File: src/hw/rtl/dpcm_pkg.sv
// ----------------------------------------------------------------------------
// dpcm_pkg
// Shared types and constants for the DPCM pixel codec.
// ----------------------------------------------------------------------------
package dpcm_pkg;

    localparam int PIX_W  = 8;
    localparam int DIM_W  = 13;
    localparam int CFG_IDX_W = 2;

    localparam logic [PIX_W-1:0] PRED_RESET = 8'd128;
    localparam logic [PIX_W-1:0] CODE_BIAS  = 8'd127;
    localparam logic [DIM_W-1:0] DIM_RESET  = 13'd512;

    typedef logic [PIX_W-1:0] pixel_t;

    typedef enum logic [CFG_IDX_W-1:0] {
        CFG_DECODE_MODE  = 2'd0,
        CFG_FRAME_WIDTH  = 2'd1,
        CFG_FRAME_HEIGHT = 2'd2
    } cfg_index_t;

    // raster position of the pixel now being coded
    typedef struct packed {
        logic row_start;
        logic row_end;
        logic frame_end;
    } raster_pos_t;

endpackage

File: src/hw/rtl/dpcm_pixel_codec.sv
// ----------------------------------------------------------------------------
// dpcm_pixel_codec
// DPCM coder for 8-bit raster pixels with row and frame predictor restarts.
// ----------------------------------------------------------------------------
//   channel   ports                          direction
//   s_        s_valid/s_ready, s_value_in    pixel or code in
//   m_        m_valid/m_ready, m_code_out,   code, rebuilt pixel, flags out
//             m_pixel_out, m_row_end,
//             m_frame_end
//   cfg_      cfg_valid/cfg_ready,           register writes, always ready
//             cfg_index, cfg_data
//
// One pixel per cycle sustained while m_ready stays high; a pixel passes
// from the input register through a single subtract, halve and add into the
// result register, and the predictor loop closes as each result is registered.
// Both stages advance together when the result register is empty or taken,
// so a stall on m_ready backs up into s_ready without losing a request.
// Synchronous reset returns predictor to 128 and counters to the frame start.
module dpcm_pixel_codec #(
    parameter int MAX_DIM = 4096
) (
    input  logic                           aclk,
    input  logic                           aresetn,

    input  logic                           s_valid,
    output logic                           s_ready,
    input  logic [7:0]                     s_value_in,

    output logic                           m_valid,
    input  logic                           m_ready,
    output logic [7:0]                     m_code_out,
    output logic [7:0]                     m_pixel_out,
    output logic                           m_row_end,
    output logic                           m_frame_end,

    input  logic                           cfg_valid,
    output logic                           cfg_ready,
    input  logic [dpcm_pkg::CFG_IDX_W-1:0] cfg_index,
    input  logic [dpcm_pkg::DIM_W-1:0]     cfg_data
);
    import dpcm_pkg::*;

    logic              decode_mode_reg;
    logic [DIM_W-1:0]  frame_width_reg;
    logic [DIM_W-1:0]  frame_height_reg;

    logic              in_valid_reg;
    pixel_t            in_value_reg;

    logic              out_valid_reg;
    pixel_t            code_reg;
    pixel_t            pixel_reg;
    logic              row_end_reg;
    logic              frame_end_reg;

    pixel_t            pred_reg, pred_next;
    pixel_t            row_first_reg, row_first_next;

    logic              advance;
    logic              fire;
    raster_pos_t       pos;

    logic signed [PIX_W:0] diff;
    logic signed [PIX_W:0] half;
    pixel_t                code;
    pixel_t                pixel;

    assign advance   = !out_valid_reg || m_ready;
    assign fire      = in_valid_reg && advance;
    assign s_ready   = !in_valid_reg || advance;
    assign cfg_ready = 1'b1;

    dpcm_raster_counter #(
        .MAX_DIM (MAX_DIM)
    ) u_counter (
        .aclk         (aclk),
        .aresetn      (aresetn),
        .advance      (fire),
        .frame_width  (frame_width_reg),
        .frame_height (frame_height_reg),
        .pos          (pos)
    );

    always_comb begin
        diff = $signed({1'b0, in_value_reg}) - $signed({1'b0, pred_reg});
        // halve toward zero: bias negative values by one before the shift
        half = (diff + $signed({{PIX_W{1'b0}}, diff[PIX_W]})) >>> 1;
        if (decode_mode_reg) begin
            code = in_value_reg;
        end else begin
            code = half[PIX_W-1:0] + CODE_BIAS;
        end
        pixel = {code[PIX_W-2:0], 1'b0} + PIX_W'(2) + pred_reg;

        row_first_next = pos.row_start ? pixel : row_first_reg;
        if (pos.frame_end) begin
            pred_next = PRED_RESET;
        end else if (pos.row_end) begin
            pred_next = row_first_next;
        end else begin
            pred_next = pixel;
        end
    end

    // configuration registers
    always_ff @(posedge aclk) begin
        if (!aresetn) begin
            decode_mode_reg  <= 1'b0;
            frame_width_reg  <= DIM_RESET;
            frame_height_reg <= DIM_RESET;
        end else if (cfg_valid) begin
            unique case (cfg_index)
                CFG_DECODE_MODE:  decode_mode_reg  <= cfg_data[0];
                CFG_FRAME_WIDTH:  frame_width_reg  <= cfg_data;
                CFG_FRAME_HEIGHT: frame_height_reg <= cfg_data;
                default: ;
            endcase
        end
    end

    // input register
    always_ff @(posedge aclk) begin
        if (!aresetn) begin
            in_valid_reg <= 1'b0;
        end else if (s_ready) begin
            in_valid_reg <= s_valid;
        end
    end

    always_ff @(posedge aclk) begin
        if (s_valid && s_ready) begin
            in_value_reg <= s_value_in;
        end
    end

    // predictor state and result register
    always_ff @(posedge aclk) begin
        if (!aresetn) begin
            out_valid_reg <= 1'b0;
            pred_reg      <= PRED_RESET;
            row_first_reg <= '0;
        end else begin
            if (advance) begin
                out_valid_reg <= in_valid_reg;
            end
            if (fire) begin
                pred_reg      <= pred_next;
                row_first_reg <= row_first_next;
            end
        end
    end

    always_ff @(posedge aclk) begin
        if (fire) begin
            code_reg      <= code;
            pixel_reg     <= pixel;
            row_end_reg   <= pos.row_end;
            frame_end_reg <= pos.frame_end;
        end
    end

    assign m_valid     = out_valid_reg;
    assign m_code_out  = code_reg;
    assign m_pixel_out = pixel_reg;
    assign m_row_end   = row_end_reg;
    assign m_frame_end = frame_end_reg;

endmodule

File: src/hw/rtl/dpcm_raster_counter.sv
// ----------------------------------------------------------------------------
// dpcm_raster_counter
// Column and row counters that flag row start, row end and frame end.
// ----------------------------------------------------------------------------
module dpcm_raster_counter #(
    parameter int MAX_DIM = 4096
) (
    input  logic                        aclk,
    input  logic                        aresetn,
    input  logic                        advance,
    input  logic [dpcm_pkg::DIM_W-1:0]  frame_width,
    input  logic [dpcm_pkg::DIM_W-1:0]  frame_height,
    output dpcm_pkg::raster_pos_t       pos
);
    import dpcm_pkg::*;

    localparam int CNT_W  = (MAX_DIM > 2) ? $clog2(MAX_DIM) : 1;
    localparam int LIM_W  = $clog2(MAX_DIM + 1);
    localparam int CMP_W  = ((LIM_W > DIM_W) ? LIM_W : DIM_W) + 1;
    localparam logic [CMP_W-1:0] MAX_LIM = CMP_W'(MAX_DIM);

    logic [CNT_W-1:0] col_reg, col_next;
    logic [CNT_W-1:0] row_reg, row_next;
    logic [CMP_W-1:0] width_lim;
    logic [CMP_W-1:0] height_lim;
    logic [CMP_W-1:0] col_inc;
    logic [CMP_W-1:0] row_inc;

    // zero counts as one, oversize saturates at the maximum
    function automatic logic [CMP_W-1:0] clamp_dim(input logic [DIM_W-1:0] v);
        logic [CMP_W-1:0] ext;
        ext = CMP_W'(v);
        if (v == '0) begin
            return CMP_W'(1);
        end else if (ext > MAX_LIM) begin
            return MAX_LIM;
        end
        return ext;
    endfunction

    always_comb begin
        width_lim  = clamp_dim(frame_width);
        height_lim = clamp_dim(frame_height);
        col_inc    = CMP_W'(col_reg) + CMP_W'(1);
        row_inc    = CMP_W'(row_reg) + CMP_W'(1);

        pos.row_start = (col_reg == '0);
        pos.row_end   = (col_inc >= width_lim);
        pos.frame_end = pos.row_end && (row_inc >= height_lim);

        col_next = col_reg;
        row_next = row_reg;
        if (advance) begin
            if (pos.frame_end) begin
                col_next = '0;
                row_next = '0;
            end else if (pos.row_end) begin
                col_next = '0;
                row_next = row_inc[CNT_W-1:0];
            end else begin
                col_next = col_inc[CNT_W-1:0];
            end
        end
    end

    always_ff @(posedge aclk) begin
        if (!aresetn) begin
            col_reg <= '0;
            row_reg <= '0;
        end else begin
            col_reg <= col_next;
            row_reg <= row_next;
        end
    end

endmodule

File: config.mk
export PLATFORM = sky130hd
export DESIGN_NAME = dpcm_pixel_codec
export DESIGN_NICKNAME = d
export VERILOG_FILES = /design/src/hw/rtl/dpcm_pkg.sv /design/src/hw/rtl/dpcm_pixel_codec.sv /design/src/hw/rtl/dpcm_raster_counter.sv
export SDC_FILE = /design/constraint.sdc
export NUM_CORES = 1
export LEC_CHECK = 0
export BUFFER_PORTS_ARGS = -buffer_cell sky130_fd_sc_hd__buf_2
export CAP_MARGIN = 5
export CORE_MARGIN = 3
export CORE_UTILIZATION = 45
export DETAILED_ROUTE_END_ITERATION = 12
export PLACE_DENSITY = 0.73
export SYNTH_ARGS = -nofsm -noshare
export SYNTH_HDL_FRONTEND = slang
export SYNTH_SLANG_ARGS = --single-unit
File: constraint.sdc
create_clock -name aclk -period 10.6 [get_ports aclk]
set_input_delay 1.59 -clock aclk [delete_from_list [all_inputs] [get_ports aclk]]
set_output_delay 1.59 -clock aclk [all_outputs]
set_load 0.03 [all_outputs]
Word level (Yosys, flattened, before mapping) --
Cells that the tools add are included.
Storage, ports and cells: register bits after elaboration 95, input port bits 28, word-level logic and storage cells 61
Cells by class: add/sub/neg operators 7, order comparisons 4, eq/ne operators 2, muxes and demuxes 18, reduce and logical (&&, ||, !) cells 16
Operators by type and width (count):
- 14-bit 2-to-1 mux | 6
- 12-bit 2-to-1 mux | 4
- 8-bit 2-to-1 mux | 4
- 14-bit greater-or-equal comparator | 2
- 12-bit by 1-bit adder with 13-bit output, second input constant | 2
- 13-bit > comparator, second input constant | 2
- 13-bit zero test | 2
- 12-bit zero test | 1
- 9-bit by 2-bit adder with 9-bit output | 1
- 8-bit by 8-bit subtractor with 9-bit output | 1
- 8-bit by 2-bit adder with 8-bit output, second input constant | 1
- 8-bit by 7-bit adder with 8-bit output, second input constant | 1
- 8-bit adder | 1
- 2-bit AND reduction | 4
- 1-bit 2-to-1 mux | 4
- 1-bit logical AND | 3
- 2-bit by 1-bit equality test with 1-bit output, second input constant | 1
- 2-bit equality test, second input constant | 1
- 1-bit zero test | 2
- 2-bit zero test | 1
- 1-bit logical OR | 2
- 2-bit nonzero test | 1

Logic depth before layout (Yosys ltp) --
Gate-level depths: netlist of run 1.
depth after elaboration 9, depth in mapped cells 29, depth with buffers taken out 29

Cells and area by module --
A second synthesis of run 1 with hierarchy kept.
Second synthesis, totals: cells, all modules 671, area total of the unflattened synthesis 6077.1 um^2
Modules (own cells, without submodules):
- dpcm_pixel_codec | instances 1, cells each 375, area an instance 3699.8 um^2, seq. area each 1681.6 um^2
- dpcm_raster_counter | instances 1, cells each 296, area an instance 2377.3 um^2, seq. area each 480.5 um^2

Least setup slack after synthesis of run 1 --
Ideal clock, no wire load.
kind register to register, start point register in_value_reg[0], end point register pixel_reg[7], in the netlist m_pixel_out[7], data pin, arrival 4508 ps, slack 5837 ps, stages on the path, launching flop included 30, path through edfxtp_1 -> inv_1 -> ha_1 -> inv_1 -> fa_1 -> a211oi_2 -> o31ai_4 -> nand3_1 -> nand2_1 -> nor2_1 -> ha_1 -> nand2_1 -> inv_1 -> nor2_1 -> inv_1 -> ha_1 -> inv_1 -> nor4b_2 -> xor2_1 -> o21ai_0 -> ha_1 -> ha_1 -> inv_1 -> o21bai_1 -> a21oi_1 -> xnor2_1 -> xnor2_1 -> xnor2_1 -> o21ai_1 -> inv_1
On the way: word-level cells in the longest chain between the ends 6
Ends and longest elaborated chain:
- start, declared | line dpcm_pixel_codec.sv:48 | pixel_t in_value_reg;
- start signal, assigned | line dpcm_pixel_codec.sv:132 | in_value_reg <= s_value_in;
- 8-bit by 8-bit subtractor with 9-bit output | line dpcm_pixel_codec.sv:85 | diff = $signed({1'b0, in_value_reg}) - $signed({1'b0, pred_reg});
- 9-bit by 2-bit adder with 9-bit output | line dpcm_pixel_codec.sv:87 | half = (diff + $signed({{PIX_W{1'b0}}, diff[PIX_W]})) >>> 1;
- 8-bit by 7-bit adder with 8-bit output | line dpcm_pixel_codec.sv:91 | code = half[PIX_W-1:0] + CODE_BIAS;
- 8-bit 2-to-1 mux | line dpcm_pixel_codec.sv:88 | if (decode_mode_reg) begin
- named net code[4] | line dpcm_pixel_codec.sv:65 | pixel_t code;
- 8-bit by 2-bit adder with 8-bit output | line dpcm_pixel_codec.sv:93 | pixel = {code[PIX_W-2:0], 1'b0} + PIX_W'(2) + pred_reg;
- 8-bit adder | line dpcm_pixel_codec.sv:93
- named net pixel[7] | line dpcm_pixel_codec.sv:66 | pixel_t pixel;
- end signal, assigned | line dpcm_pixel_codec.sv:156 | pixel_reg <= pixel;
- end, declared | line dpcm_pixel_codec.sv:52 | pixel_t pixel_reg;
The timed path passes the listed nets, and every way through them passes these cells. A chain may end at the register's enable or synchronous reset.

Worst setup path in the final report of run 1 --
start point register in_value_reg[0], end point register pred_reg[7]
On the way: word-level cells in the longest chain between the ends 9
Ends and longest elaborated chain:
- 8-bit by 8-bit subtractor with 9-bit output * | line dpcm_pixel_codec.sv:85
- 9-bit by 2-bit adder with 9-bit output * | line dpcm_pixel_codec.sv:87
- 8-bit by 7-bit adder with 8-bit output * | line dpcm_pixel_codec.sv:91
- 8-bit 2-to-1 mux * | line dpcm_pixel_codec.sv:88
- named net code[4] | line dpcm_pixel_codec.sv:65
- 8-bit by 2-bit adder with 8-bit output * | line dpcm_pixel_codec.sv:93
- 8-bit adder * | line dpcm_pixel_codec.sv:93
- 8-bit 2-to-1 mux | line dpcm_pixel_codec.sv:95 | row_first_next = pos.row_start ? pixel : row_first_reg;
- 8-bit 2-to-1 mux * | line dpcm_pixel_codec.sv:98 | end else if (pos.row_end) begin
- 8-bit 2-to-1 mux * | line dpcm_pixel_codec.sv:96 | if (pos.frame_end) begin
- end signal, assigned | line dpcm_pixel_codec.sv:147 | pred_reg <= pred_next;
- end, declared | line dpcm_pixel_codec.sv:56 | pixel_t pred_reg, pred_next;
Mark *: on every way through the listed nets, which the timed path passes. The rest lies on a longest branch.

==> summary.md, run 1 <==
| Metric | Value |
|---|---|
| Worst-path clk slew | `0.07 ns` |
| Final net count | `757` |
| Layout area overhead | `9.651%` |
| Worst setup SP type | `flop` |
| PwrDens | `223.0 mW/mm²` |
| Antenna violations before repair | `0` |
| EDFF count, synth | `26` |
| Max_slew headroom | `32.95%` |
| CTS Buf Count | `9` |
| Asr flop ratio synth | `0%` |
| Clock Tree Buf Depth | `2` |
| Setup TNS | `0 ns` |
| Setup bufs post-CTS | `0` |
| Share of cells above drive strength 1 | `11.00%` |
| Worst path max stage delay | `0.42 ns` |
| Fin crit period | `5.393 ns` |
| Library cells used by synthesis | `60` |
| Detailed-route via count | `4623` |
| Worst EP arrival | `5.56 ns` |
| Leak | `0.002537 µW` |
| Rows | `40` |
| Initial drt markers | `200` |
| Total grt overflow | `0` |
| CTS root buf | `clkbuf_16` |
| Post-Syn Area per Cell | `8.862 µm²` |
| Cells after DPL | `834` |
| Port Buffers | `47` |
| Yosys warnings | `0` |
| CORE AREA | `0.01226 mm²` |
| Most frequent CP cell | `inv_1` |
| Top FF cell, synth | `dfxtp_1` |
| Post-Syn Area | `0.005769 mm²` |
| Commonest cells in the synthesized netlist | `109 x nand2_1, 69 x dfxtp_1, 50 x ha_1, 41 x a21boi_0, 32 x o21ai_0` |
| Die span in x | `119.2 µm` |
| Hold depth | `2` |
| Min-delay worst type | `flop to flop` |
| Clock Skew | `0.01035 ns` |
| Final wirelength | `12230 µm` |
| Hold_buf cts | `0` |
| First-pass GRT wire length | `20330 µm` |
| Clock sinks | `95` |
| # diodes | `0` |
| GPL Wtd Cong | `0.9313` |
| Final Max Slew Viols | `0` |
| Worst-skew pair later-pin latency | `0.35 ns` |
| Max-Cap Viols | `0` |
| Post-synthesis sequential area ratio | `37.48%` |
| Max H-tree Level | `3` |
| Drt first pass iters | `5` |
| Finished Core Util | `51.59%` |
| Status | `completed` |
| Hold Fails Final Rpt | `0` |
| Die H | `119.2 µm` |
| Slew @ Worst Pin | `1.006 ns` |
| DR WL/cell | `14.39 µm` |
| Worst Path Required | `10.76 ns` |
| CTS tree | `done` |
| Syn_nets | `731` |
| Non-filler cells, final | `850` |
| Leading area contributor after synthesis | `dfxtp_1` |
| CP Max Fanout | `4` |
| # IOs | `49` |
| CP Capture Type | `flop` |
| Largest net degree at the start of global routing | `70` |
| DP HPWL | `9225 µm` |
| Max VDD drop | `0.1187 mV` |
| Total GRT Usage | `17.65%` |
| Remaining DRCs | `0` |
| Yosys reg bits | `95` |
| Post-DR vias/cell | `5.439` |
| RSZ-0062 raised after global routing | `no` |
| Post-route antenna net violation count | `0` |
| Mapped Cells | `651` |
| Number of gates resized after cts | `0` |
| F_max | `185.4 MHz` |
| Starting Density | `47.05%` |
| Reg2Reg Depth | `29` |
| Synth top area share | `23.94%` |
| Die area | `0.01422 mm²` |
| Setup violations, final | `0` |
| Critical path type | `flop to flop` |
| Vias in the first global route | `4403` |
| Top cells by area, synth | `dfxtp_1 24%, edfxtp_1 14%, ha_1 11%, nand2_1 7.1%, a21boi_0 5.3%` |
| Most numerous cell in the Yosys netlist | `nand2_1` |
| Final period util | `50.88%` |
| Max stage delay cell, worst path | `fa_1` |
| Register-to-register setup slack | `5.21 ns` |
[logic make-up after synthesis]
logic type	Yosys count	share of synthesized area (%)
flops	95	37.48
mux	10	1.735
compound gates	140	16.20
fa+ha+maj	52	11.54
simple gates	248	21.08
other cells	1	0.06500
xor+xnor	45	7.092
buf+inv	60	4.814
[power by group]
group | switching [µW] | internal [µW]
sequential | 19.9 | 446
combinational | 388 | 250
clock | 145 | 162
[stage by stage]
| stage | setup WS [ns] | hold slack (ns) | cell area, µm² | total power (µW) |
|---|---|---|---|---|
| 6_report | 5.207 | 0.4808 | 6326 | 1411 |
| 5_1_grt | 4.697 | 0.5080 | 6326 | 1508 |
| 4_1_cts | 5.188 | 0.4799 | 6326 | 1419 |
| 3_5_place_dp | 5.233 | 0.4696 | 6046 | 1106 |
| 3_3_place_gp | 5.588 | 0.4640 | 6046 | 1078 |
| 2_1_floorplan | 5.837 | 0.4429 | 5769 | 958.4 |
[final timing paths]
path                       start                  end
max              in_value_reg[0]          pred_reg[7]
min          frame_height_reg[0]  frame_height_reg[0]
min reg2reg  frame_height_reg[0]  frame_height_reg[0]
max reg2reg      in_value_reg[0]          pred_reg[7]
[metal layers]
layer	vias up	track usage [%]	share of wire, %
met3	21	3.989	4.8
met4	0	6.807	2.1
met1	2157	22.15	45
met2	116	29.49	48
li1	2329	-	-
met5	-	0	0
[cell type report]
type	instances	area (µm²)
Clock buffer	9	225.2
Multi-Input combinational cell	496	3329
Sequential cell	95	2162
Timing Repair Buffer	48	242.7
Fill cell	1160	5936
Clock inverter	7	55.05
Inverter	27	101.3
Tap cell	168	210.2
[layout by cell type, fill, tap and decap left out, types with 3 or more instances in the layout]
master,netlist,layout
clkbuf_16,0,9
nand2_1,109,109
nand3b_1,11,11
dfxtp_1,69,69
a21boi_0,41,41
mux2i_1,10,10
a21oi_1,23,23
o21a_1,4,4
nand3_1,26,26
nor2b_1,16,16
o21ai_1,4,4
nand2b_1,3,3
xor2_1,22,22
a22oi_1,4,4
nor2_1,29,29
edfxtp_1,26,26
and3_1,10,10
and2_1,10,10
xnor2_1,21,21
nand4_1,8,8
buf_2,2,47
o21ai_0,32,32
ha_1,50,50
a21o_1,4,4
o22ai_1,5,5
nor3_1,8,8
inv_1,27,27
o211a_1,3,3
a31oi_1,3,3
nor4_1,6,6
[worst max-delay path: cells and delay by family, from the launching register on]
kind                       cells  cell delay [ns]
AOI/OAI and AO/OA              6             1.13
xor gates and xnor gates       4             0.66
adders and majority gates      6             1.56
buffers and inverters          6             0.45
DFF                            1             0.39
and+or+nand+nor                7             0.99
Note: power is estimated with default switching activity, not from simulation.
==> run 2: changes to the inputs <==
--- a/config.mk
+++ b/config.mk
@@ -5,6 +5,7 @@
 export SDC_FILE = /design/constraint.sdc
 export NUM_CORES = 1
 export LEC_CHECK = 0
+export ABC_AREA = 1
 export BUFFER_PORTS_ARGS = -buffer_cell sky130_fd_sc_hd__buf_2
 export CAP_MARGIN = 5
 export CORE_MARGIN = 3
==> constraint.sdc (replaced) <==
create_clock -name aclk -period 5.2 [get_ports aclk]
set_input_delay 0.78 -clock aclk [delete_from_list [all_inputs] [get_ports aclk]]
set_output_delay 0.78 -clock aclk [all_outputs]
set_load 0.03 [all_outputs]
==> summary.md, run 2 <==
| Metric | Value |
|---|---|
| Status | `completed` |
| DR WL/cell | `12.50 µm (-13%)` |
| Worst EP arrival | `4.98 ns (-0.58 ns)` |
| Clock Tree Buf Depth | `2 (unchanged)` |
| Worst setup SP type | `flop` |
| Max VDD drop | `0.2763 mV (+130%)` |
| Synth top area share | `22.92% (-1.0 points)` |
| Leading area contributor after synthesis | `dfxtp_1` |
| Port Buffers | `47 (unchanged)` |
| Max H-tree Level | `3 (unchanged)` |
| Antenna violations before repair | `0 (unchanged)` |
| Post-synthesis sequential area ratio | `35.87% (-1.6 points)` |
| # diodes | `0 (unchanged)` |
| Syn_nets | `910 (+24%)` |
| Setup violations, final | `0 (unchanged)` |
| CTS root buf | `clkbuf_16` |
| Placed inst area | `0.006419 mm² (+6.2%)` |
| Vias in the first global route | `4755 (+8.0%)` |
| CP Capture Type | `flop` |
| Die H | `121.7 µm (+2.1%)` |
| Worst Path Required | `5.49 ns (-5.27 ns)` |
| First-pass GRT wire length | `21820 µm (+7.3%)` |
| CTS tree | `done` |
| Total grt overflow | `0 (unchanged)` |
| PwrDens | `423.7 mW/mm² (+90%)` |
| Layout area overhead | `11.69%` |
| Asr flop ratio synth | `0% (unchanged)` |
| CP Max Fanout | `4 (unchanged)` |
| Met1 usage | `24.09% (+1.9 points)` |
| Yosys warnings | `0 (unchanged)` |
| GPL Wtd Cong | `0.8761 (-5.9%)` |
| Rows | `41 (+2.5%)` |
| Min-delay worst type | `flop to flop` |
| Detailed-route via count | `5243 (+13%)` |
| Post-Syn Area | `0.006027 mm² (+4.5%)` |
| F_max | `213.1 MHz (+15%)` |
| Largest net degree at the start of global routing | `38 (-46%)` |
| DP HPWL | `9814 µm (+6.4%)` |
| Worst-skew pair later-pin latency | `0.36 ns (about the same)` |
| Finished Cell Area | `0.006731 mm² (+6.4%)` |
| Top cells by area, synth | `dfxtp_1 23%, edfxtp_1 13%, nand2_1 12%, ha_1 10%, inv_1 6.7%` |
| RSZ-0062 raised after global routing | `no` |
| Most common cell after layout, fill and taps aside | `nand2_1` |
| Commonest cells in the synthesized netlist | `191 x nand2_1, 107 x inv_1, 82 x nor2_1, 69 x dfxtp_1, 56 x o21ai_0` |
| Die area | `0.01482 mm² (+4.2%)` |
| Busiest layer in global routing | `met2` |
| Hold Fails Final Rpt | `0 (unchanged)` |
| Final wirelength | `13090 µm (+7.0%)` |
| Final net count | `950 (+25%)` |
| GR Util met2 | `30.40% (+0.90 points)` |
| Number of gates resized after cts | `0 (unchanged)` |
| Post-route antenna net violation count | `0 (unchanged)` |
| # IOs | `49 (unchanged)` |
| Hold_buf cts | `0 (unchanged)` |
| Slew @ Worst Pin | `0.5864 ns (-0.4193 ns)` |
| Finished Core Util | `52.28% (+0.69 points)` |
| Starting Density | `46.81% (-0.24 points)` |
| Leak | `0.003133 µW (+24%)` |
| Top FF cell, synth | `dfxtp_1` |
| Setup TNS | `0 ns (unchanged)` |
| Final Max Slew Viols | `0 (unchanged)` |
| Clock sinks | `95 (unchanged)` |
| Hold_ws | `0.4660 ns (-0.01478 ns)` |
| Worst-path clk slew | `0.07 ns (about the same)` |
| Max-Cap Viols | `0 (unchanged)` |
| Met3 GRT Util | `4.178% (+0.19 points)` |
| Share of cells above drive strength 1 | `13.94% (+2.9 points)` |
| Initial drt markers | `313 (+56%)` |
| Post-DR vias/cell | `5.008 (-7.9%)` |
| Clock Skew | `0.01278 ns (+0.002437 ns)` |
| Most numerous cell in the Yosys netlist | `nand2_1` |
| Total GRT Usage | `18.28% (+0.63 points)` |
| Critical path type | `flop to flop` |
| Post-Syn Area per Cell | `7.261 µm² (-18%)` |
| Mapped Cells | `830 (+27%)` |
| Yosys reg bits | `95 (unchanged)` |
| Commonest cells after routing, fill and taps aside | `191 x nand2_1, 107 x inv_1, 82 x nor2_1` |
| Remaining DRCs | `0 (unchanged)` |
| Library cells used by synthesis | `41 (-32%)` |
| Fin crit period | `4.693 ns (-0.7002 ns)` |
| EDFF count, synth | `26 (unchanged)` |
| Drt first pass iters | `5 (unchanged)` |
| Max_slew headroom | `60.79% (+28 points)` |
| Setup bufs post-CTS | `0 (unchanged)` |
| CTS Buf Count | `9 (unchanged)` |
| Final period util | `90.25% (+39 points)` |
| Die span in x | `121.7 µm (+2.1%)` |
| CORE AREA | `0.01288 mm² (+5.0%)` |
-- run 2: cell count changes after synthesis, moves of 11 or more --
cell | previous run | this run
nor2_1 | 29 | 82
nand2_1 | 109 | 191
inv_1 | 27 | 107
nor2b_1 | 16 | 0
a21boi_0 | 41 | 1
o21ai_0 | 32 | 56
nand3_1 | 26 | 54
nand3b_1 | 11 | 0
nand2_2 | 0 | 20
a21oi_1 | 23 | 53
xnor2_1 | 21 | 4
-- run 2: worst paths after layout --
| check | startpoint | to | slack [ns] | depth (start not counted) |
|---|---|---|---|---|
| max | in_value_reg[0] | pred_reg[6] | 0.51 | 27 |
| min | row_first_reg[0] | row_first_reg[0] | 0.47 | 2 |
| max reg2reg | in_value_reg[0] | pred_reg[6] | 0.51 | 27 |
| min reg2reg | row_first_reg[0] | row_first_reg[0] | 0.47 | 2 |
-- run 2: critical path: stages, from the launching register on --
cell and delay, ns:
edfxtp_1 0.38, inv_1 0.07, ha_1 0.13, inv_1 0.06, fa_1 0.43, nand3_1 0.17, nand2_2 0.11, nand2_2 0.11
nand2_2 0.07, nor2_1 0.15, ha_1 0.19, a21oi_1 0.04, nor2_1 0.09, inv_1 0.08, ha_1 0.24, or2_2 0.30
a31oi_1 0.18, ha_1 0.30, fa_1 0.47, a21oi_1 0.14, o21ai_0 0.10, xor2_1 0.19, inv_1 0.07, o21ai_0 0.20
nand2_1 0.07, o21ai_0 0.07, nand2_1 0.07, a21oi_1 0.13
-- run 2: where the power goes --
part	switching (µW)	internal, µW	total (µW)
clock network	331	347	678
logic	815	430	1250
registers	46.1	882	928
total	1190	1660	2850
-- run 2: layer usage --
| layer | up-vias | share of wire [%] |
|---|---|---|
| met2 | 124 | 47 |
| li1 | 2770 | - |
| met3 | 14 | 4.4 |
| met4 | 0 | 1.3 |
| met1 | 2335 | 47 |
| met5 | - | 0 |
-- run 2: cells by family after synthesis --
group	after synthesis	share of synthesized area, %
buf+inv	138	8.843
flops	95	35.87
simple gates	396	29.67
compound gates	124	11.02
fa+ha+maj	52	11.04
xor+xnor	24	3.488
other cells	1	0.06222
-- run 2: final cells by class --
cell class / count / area [µm²]
fill: 1271 / 6145
multi-input combinational: 597 / 3336
sequential: 95 / 2162
inverter: 114 / 429.2
timing repair buffer: 53 / 280.3
clock buffer: 9 / 225.2
tap: 172 / 215.2
clock inverter: 7 / 83.83
-- run 2: through the flow --
step	std cells	worst slack [ns]	power [µW]
6_report	1047	0.5072	2852
5_1_grt	1047	0.03212	3083
4_1_cts	1047	0.5303	2865
3_5_place_dp	1031	0.5529	2177
3_3_place_gp	1031	0.6581	2160
2_1_floorplan	830	0.9407	1918
